--- src/rtl/hes_pkg.sv ---
// Shared types, constants and fixed-point helpers for the heading-error steering controller.
// No dependencies; every other file in rtl/ imports this package.
package hes_pkg;

    // Default build parameters
    localparam int HES_CORDIC_STAGES   = 16;
    localparam int HES_ANGLE_FRAC_BITS = 13;

    // Fixed field widths
    localparam int POS_W      = 32;   // Q16.16 coordinates
    localparam int POS_DIFF_W = 33;   // exact difference of two coordinates
    localparam int CORDIC_XY_W = 36;  // room for CORDIC gain on a 33-bit vector
    localparam int HEADING_W  = 16;
    localparam int CMD_W      = 16;
    localparam int GAIN_W     = 12;
    localparam int LIMIT_W    = 15;
    localparam int GAIN_FRAC  = 8;

    // Configuration port
    localparam int CFG_IDX_W  = 2;
    localparam int CFG_DATA_W = 16;
    localparam logic [CFG_IDX_W-1:0] CFG_STEER_GAIN = 2'd0;
    localparam logic [CFG_IDX_W-1:0] CFG_TURN_LIMIT = 2'd1;
    localparam logic [GAIN_W-1:0]    STEER_GAIN_RESET = 12'd256;
    localparam logic [LIMIT_W-1:0]   TURN_LIMIT_RESET = 15'd8192;

    // Angle constants in Q30, rounded to the angle format at elaboration
    localparam longint Q30_PI   = 64'sd3373259426;
    localparam longint Q30_PI_4 = 64'sd843314857;
    localparam int     ATAN_ENTRIES = 24;

    // atan(2^-i) in Q30, truncated
    localparam longint ATAN_Q30 [ATAN_ENTRIES] = '{
        64'h3243F6A8, 64'h1DAC6705, 64'h0FADBAFC, 64'h07F56EA6, 64'h03FEAB76, 64'h01FFD55B,
        64'h00FFFAAA, 64'h007FFF55, 64'h003FFFEA, 64'h001FFFFD, 64'h000FFFFF, 64'h0007FFFF,
        64'h0003FFFF, 64'h0001FFFF, 64'h0000FFFF, 64'h00007FFF, 64'h00003FFF, 64'h00001FFF,
        64'h00000FFF, 64'h000007FF, 64'h000003FF, 64'h000001FF, 64'h000000FF, 64'h0000007F
    };

    // Round a Q30 angle half-up to frac fractional bits
    function automatic longint q30_to_angle(input longint q, input int frac);
        return (q + (64'sd1 <<< (29 - frac))) >>> (30 - frac);
    endfunction

    // Side information carried alongside the CORDIC datapath
    typedef struct packed {
        logic                        zero;     // target equals position
        logic signed [HEADING_W-1:0] heading;
    } t_tag;

endpackage

--- src/rtl/hes_cordic.sv ---
// Pipelined CORDIC atan2 in vectoring mode: half-plane pre-rotation, then one stage per iteration.
// Depends on hes_pkg for widths, the arctangent table and the angle rounding function.
module hes_cordic import hes_pkg::*; #(
    parameter int STAGES = HES_CORDIC_STAGES,
    parameter int FRAC   = HES_ANGLE_FRAC_BITS
) (
    input  logic                         i_clk,
    input  logic                         i_rst_n,
    input  logic                         i_en,
    input  logic                         i_valid,
    input  logic signed [POS_DIFF_W-1:0] i_dx,
    input  logic signed [POS_DIFF_W-1:0] i_dy,
    input  t_tag                         i_tag,
    output logic                         o_valid,
    output logic signed [FRAC+3:0]       o_z,
    output t_tag                         o_tag
);
    localparam int     XW   = CORDIC_XY_W;
    localparam int     ZW   = FRAC + 4;
    localparam longint PI_A = q30_to_angle(Q30_PI, FRAC);

    logic               r_v   [STAGES+1];
    logic signed [XW-1:0] r_x [STAGES+1];
    logic signed [XW-1:0] r_y [STAGES+1];
    logic signed [ZW-1:0] r_z [STAGES+1];
    t_tag               r_tag [STAGES+1];

    logic signed [XW-1:0] w_dx;
    logic signed [XW-1:0] w_dy;

    assign w_dx = XW'(i_dx);
    assign w_dy = XW'(i_dy);

    // Pre-rotation: fold the left half-plane onto the right one
    always_ff @(posedge i_clk) begin
        if (!i_rst_n) begin
            r_v[0] <= 1'b0;
        end else if (i_en) begin
            r_v[0] <= i_valid;
        end
    end

    always_ff @(posedge i_clk) begin
        if (i_en) begin
            r_tag[0] <= i_tag;
            if (i_dx < 0) begin
                r_x[0] <= -w_dx;
                r_y[0] <= -w_dy;
                r_z[0] <= (i_dy >= 0) ? ZW'(PI_A) : ZW'(-PI_A);
            end else begin
                r_x[0] <= w_dx;
                r_y[0] <= w_dy;
                r_z[0] <= '0;
            end
        end
    end

    for (genvar i = 0; i < STAGES; i++) begin : g_stage
        localparam longint ATAN_A = q30_to_angle(ATAN_Q30[i], FRAC);
        logic signed [XW-1:0] w_xs;
        logic signed [XW-1:0] w_ys;

        assign w_xs = r_x[i] >>> i;
        assign w_ys = r_y[i] >>> i;

        always_ff @(posedge i_clk) begin
            if (!i_rst_n) begin
                r_v[i+1] <= 1'b0;
            end else if (i_en) begin
                r_v[i+1] <= r_v[i];
            end
        end

        // Rotate towards the x axis, steering by the sign of y
        always_ff @(posedge i_clk) begin
            if (i_en) begin
                r_tag[i+1] <= r_tag[i];
                if (!r_y[i][XW-1]) begin
                    r_x[i+1] <= r_x[i] + w_ys;
                    r_y[i+1] <= r_y[i] - w_xs;
                    r_z[i+1] <= r_z[i] + ZW'(ATAN_A);
                end else begin
                    r_x[i+1] <= r_x[i] - w_ys;
                    r_y[i+1] <= r_y[i] + w_xs;
                    r_z[i+1] <= r_z[i] - ZW'(ATAN_A);
                end
            end
        end
    end

    assign o_valid = r_v[STAGES];
    assign o_z     = r_z[STAGES];
    assign o_tag   = r_tag[STAGES];

endmodule

--- config.mk ---
export PLATFORM = sky130hd
export DESIGN_NAME = hes_cordic
export DESIGN_NICKNAME = d
export VERILOG_FILES = /design/src/rtl/hes_pkg.sv /design/src/rtl/hes_cordic.sv
export SDC_FILE = /design/constraint.sdc
export NUM_CORES = 2
export LEC_CHECK = 0
export ABC_AREA = 0
export BUFFER_PORTS_ARGS = -buffer_cell sky130_fd_sc_hd__buf_2
export CAP_MARGIN = 20
export CORE_UTILIZATION = 65
export CTS_BUF_LIST = sky130_fd_sc_hd__clkbuf_4 sky130_fd_sc_hd__clkbuf_8
export CTS_CLUSTER_SIZE = 8
export DETAILED_ROUTE_END_ITERATION = 12
export GPL_TIMING_DRIVEN = 0
export PLACE_DENSITY = 0.82
export SYNTH_ARGS = -nofsm -noshare
export SYNTH_HDL_FRONTEND = slang
export SYNTH_SLANG_ARGS = --single-unit
--- constraint.sdc ---
create_clock -name i_clk -period 5.97 [get_ports i_clk]
set_input_delay 0.597 -clock i_clk [delete_from_list [all_inputs] [get_ports i_clk]]
set_output_delay 0.597 -clock i_clk [all_outputs]
set_load 0.03 [all_outputs]
Word-level counts from Yosys, hierarchy flattened
Memories as Yosys holds them, arrays and structs flattened.
Index checks and enable logic that the tools add are counted.
{ "totals": {"register_bits": 0, "mem_count": 5, "input_bits": 87, "mem_bits_rw": 1819} }
{ "mem_list": {"columns": ["memory", "words", "word_bits", "read_ports", "rd_clocked_by_memory_dff", "write_ports", "line", "rtl"], "rows": [
  ["r_x", 17, 36, 16, 0, 17, "hes_cordic.sv:23", "logic signed [XW-1:0] r_x [STAGES+1];"],
  ["r_y", 17, 36, 16, 0, 17, "hes_cordic.sv:24", "logic signed [XW-1:0] r_y [STAGES+1];"],
  ["r_tag", 17, 17, 17, 0, 17, "hes_cordic.sv:26", "t_tag r_tag [STAGES+1];"],
  ["r_z", 17, 17, 17, 0, 17, "hes_cordic.sv:25", "logic signed [ZW-1:0] r_z [STAGES+1];"],
  ["r_v", 17, 1, 17, 0, 17, "hes_cordic.sv:22", "logic r_v [STAGES+1];"]
]} }
{ "op_classes": {"order_cmp": 2, "add_sub_neg": 93, "muxes": 176, "bitwise": 68} }
{ "op_table": {"columns": ["op", "n"], "rows": [
  ["36-bit 2-to-1 mux", 34],
  ["17-bit 2-to-1 mux", 18],
  ["1-bit 2-to-1 mux", 124],
  ["36-bit by 21-bit adder with 36-bit output", 2],
  ["36-bit by 22-bit adder with 36-bit output", 2],
  ["36-bit by 23-bit adder with 36-bit output", 2],
  ["36-bit by 24-bit adder with 36-bit output", 2],
  ["36-bit by 25-bit adder with 36-bit output", 2],
  ["36-bit by 26-bit adder with 36-bit output", 2],
  ["36-bit by 27-bit adder with 36-bit output", 2],
  ["36-bit by 28-bit adder with 36-bit output", 2],
  ["36-bit by 29-bit adder with 36-bit output", 2],
  ["36-bit by 30-bit adder with 36-bit output", 2],
  ["36-bit by 31-bit adder with 36-bit output", 2],
  ["36-bit by 32-bit adder with 36-bit output", 2],
  ["36-bit by 33-bit adder with 36-bit output", 2],
  ["36-bit by 34-bit adder with 36-bit output", 2],
  ["36-bit by 35-bit adder with 36-bit output", 2],
  ["33-bit negation with 36-bit output", 2],
  ["36-bit by 21-bit subtractor with 36-bit output", 2],
  ["36-bit by 22-bit subtractor with 36-bit output", 2],
  ["36-bit by 23-bit subtractor with 36-bit output", 2],
  ["36-bit by 24-bit subtractor with 36-bit output", 2],
  ["36-bit by 25-bit subtractor with 36-bit output", 2],
  ["41 further kinds", 121]
]} }

Logic depth before layout (Yosys ltp)
{ "depth": {"ltp_word": 5, "ltp_mapped": 22, "depth_no_buf": 21} }

Worst setup path after synthesis
OpenSTA, ideal clock, no wires.
{ "synth_timing": {"kind": "register to register", "from": "memory r_y[8][11] (netlist name)", "to": "memory r_x[9][34] (netlist name) (data pin)", "required_time_ns": 5.712, "setup_time_ns": 0.258, "stages_incl_launch_ff": 20, "period_less_slack_ns": 5.092, "path_buffers": 1, "setup_slack_ns": 0.878, "arrival_time_ns": 4.834, "cell_sequence": "edfxtp_1 nor3_2 nor3b_2 nand2_1 or4_1 nand2b_1 or4_1 clkbuf_1 or3_1 nand2_1 xor2_1 ha_1 a21o_1 a221oi_1 o21ai_0 o41ai_1 o211ai_1 a31o_2 a21oi_1 xnor2_1"} }
{ "synth_lines": {"columns": ["item", "line"], "rows": [
  ["start, declared", "hes_cordic.sv:24"],
  ["end, declared", "hes_cordic.sv:23"]
]} }

==> impl_metrics.json <==
{
  "worstSkewPairLatency_ns": 1.07,
  "ys_seq_area_frac": 0.397,
  "holdWs_ns": 0.0937,
  "syn2layout_area_growth_pct": 8.81,
  "grt_overflow": 0,
  "slew_violations": 0,
  "initial_core_util": 0.656,
  "end_kind": "flop",
  "dieArea_um2": 175000,
  "place_congestion": 1.02,
  "cts.sinks": 1487,
  "worstPathRequired_ns": 6.74,
  "preCtsSetupSlack_ns": -2.97,
  "hold_viol": 0,
  "portBuffers": 120,
  "num_rows": 152,
  "first_pass_iters": 6,
  "fin_nets": 13127,
  "ys_types": 96,
  "status": "completed",
  "num_vias": 91798,
  "path_class": "input pin to flop",
  "synth_flop_cell": "edfxtp_1",
  "rsz0062_at_grt": "true",
  "min_period_ns": 5.78,
  "drive_gt1_frac": 0.0560,
  "yosysTopAreaCell": "edfxtp_1",
  "fp.dieW_um": 418,
  "setup_tns_ns": 0,
  "clockBufferDepth": 3,
  "routed_wl_um": 322000,
  "viasPerCell": 6.39,
  "synth_top_area_share": 0.396,
  "netlist_instances": 11410,
  "reg2regPathDepth": 20,
  "synthArstFlopShare": 0,
  "numCtsBuffers": 238,
  "synth_warnings": 0,
  "synth-seq-cells": 1487,
  "grt_pass1_vias": 89277,
  "clkTransAtPathRegs_ns": 0.06,
  "grt_first_pass_wirelength_um": 492000,
  "crit_fanout": 69,
  "maxCapViolCount": 0,
  "cts.htree.levels": 4,
  "finalWorstSetupSlack_ns": 0.191,
  "dpl.hpwl_um": 252000,
  "cts_tree": "built",
  "skew_ns": 0.0870,
  "design.core.area_um2": 172000,
  "track_usage": 0.359,
  "hold_class": "input pin to flop",
  "wl_per_cell_um": 22.4,
  "synth_area_leaders": "edfxtp_1 40%, ha_1 12%, xnor2_1 7.8%",
  "antenna_found_initial": 7,
  "r2r-start": "r_y[8][13]$_DFFE_PP_",
  "min_from": "i_dy[6]",
  "cp-start-kind": "input pin",
  "crit_arrival_ns": 6.55,
  "hold_depth": 3,
  "synth_edf_count": 1486,
  "syn_area_per_cell_um2": 9.87,
  "drc": 0,
  "maxSlewHeadroom": 0.179,
  "crit_path_start": "i_en",
  "ios": 122,
  "die_y_um": 418,
  "drtAntennaViolNets": 0,
  "setup_viol": 0,
  "drt_iter0_markers": 8225,
  "syn_area_um2": 113000,
  "syn_nets": 12648,
  "root_buffer": "clkbuf_8",
  "tightest_slew_ns": 1.23,
  "fmax_mhz": 173,
  "grt_max_degree": 73,
  "timing.final.crit_share": 0.968
}
==> synth_stat cells (all sizes together), types with 36 or more instances <==
cell	count
edfxtp	1486
ha	1114
a21oi	1030
xnor2	997
nor2	872
o21ai	718
nand2	666
xor2	568
inv	511
a21o	398
nor3	304
clkbuf	227
nor2b	185
nand3	181
nand2b	169
o31ai	157
o21a	154
o21bai	140
or3	108
nor4	105
a31oi	103
and3	103
a211oi	97
o41ai	89
nand4	82
and2	58
or4	57
buf	56
o211ai	52
a21boi	49
fa	37
mux2i	36
==> per-layer routing <==
metal,routed length (µm),global-route usage,share of wire,vias to the layer above
met1,122000,0.414,0.38,43477
met5,0,0,0,-
met4,23200,0.237,0.072,0
met3,20000,0.0531,0.062,1128
li1,-,-,-,43339
met2,157000,0.619,0.49,3854
==> cells in the final DEF, fill, tap and decap left out, types with 184 or more instances in the layout <==
cell type and count:
a21o_1 398, a21oi_1 1029, clkbuf_1 208, clkbuf_8 242, edfxtp_1 1486, ha_1 1114
inv_1 504, nand2_1 665, nor2_1 872, nor2b_1 184, nor3_1 302, o21ai_0 677
xnor2_1 997, xor2_1 568
==> repair_timing <==
item,in CTS,in global routing
buffers inserted,0,4
setup endpoints to repair,376,17
hold buffers,86,0
endpoints found under the hold margin,144,0
cloned,2,0
resized for setup,9,13
pin swaps,2,1
==> final cells by class <==
type / instances / area (µm²)
Multi-Input combinational cell: 9122 / 64900
Fill cell: 12638 / 49200
Sequential cell: 1487 / 44600
Clock buffer: 306 / 3810
Tap cell: 2310 / 2890
Timing Repair Buffer: 241 / 2160
Inverter: 518 / 1950
Buffer: 281 / 1200
Clock inverter: 90 / 920
Antenna cell: 10 / 25.0
==> per-stage QoR <==
| step | cells | cell area [µm²] | utilization |
|---|---|---|---|
| detailed placement | 13866 | 117000 | 0.679 |
| global route | 14362 | 122000 | 0.713 |
| global placement | 13840 | 116000 | 0.676 |
| CTS | 14348 | 122000 | 0.713 |
| floorplan | 11410 | 113000 | - |
| finish | 14365 | 122000 | 0.713 |
==> cells by family after synthesis <==
group | Yosys count | share of synthesized area
multiplexers | 51 | 0.00470
buffers and inverters | 801 | 0.0274
AND/OR/NAND/NOR | 3030 | 0.132
AO/OA/AOI/OAI | 3324 | 0.187
flip-flops | 1487 | 0.397
adder cells (fa/ha/maj) | 1151 | 0.130
XOR/XNOR | 1565 | 0.122
other | 1 | 0.0000333
==> critical path: stages <==
cell and delay, ns:
buf_8 0.13, buf_16 0.29, buf_16 0.41, buf_4 0.46, nand2_1 0.37, clkinvlp_4 0.37
clkbuf_1 0.50, a21oi_1 0.12, xor2_1 0.19, ha_1 0.25, or4_1 0.49, a31o_1 0.29
o41ai_1 0.61, a211oi_1 0.26, o311ai_1 0.50, o31ai_1 0.21, a21o_1 0.22, a21oi_1 0.17
xnor2_1 0.09
==> sequential cells by signal (all words and copies together), names as in the netlist <==
signal,flops
r_x,455
r_y,469
r_tag,289
r_v,17
r_z,257
==> worst paths after layout <==
check | slack (ns) | endpoint
setup / recovery | 0.19 | r_y[9][33]$_DFFE_PP_
hold / removal | 0.09 | r_y[0][6]$_DFFE_PP_
setup reg to reg | 0.21 | r_x[9][32]$_DFFE_PP_
hold reg to reg | 0.39 | r_tag[0][247]$_DFFE_PP_
Power is left out: the tool's default activity adds up to more than one toggle a clock period on the data nets, which glitch-free logic cannot reach.
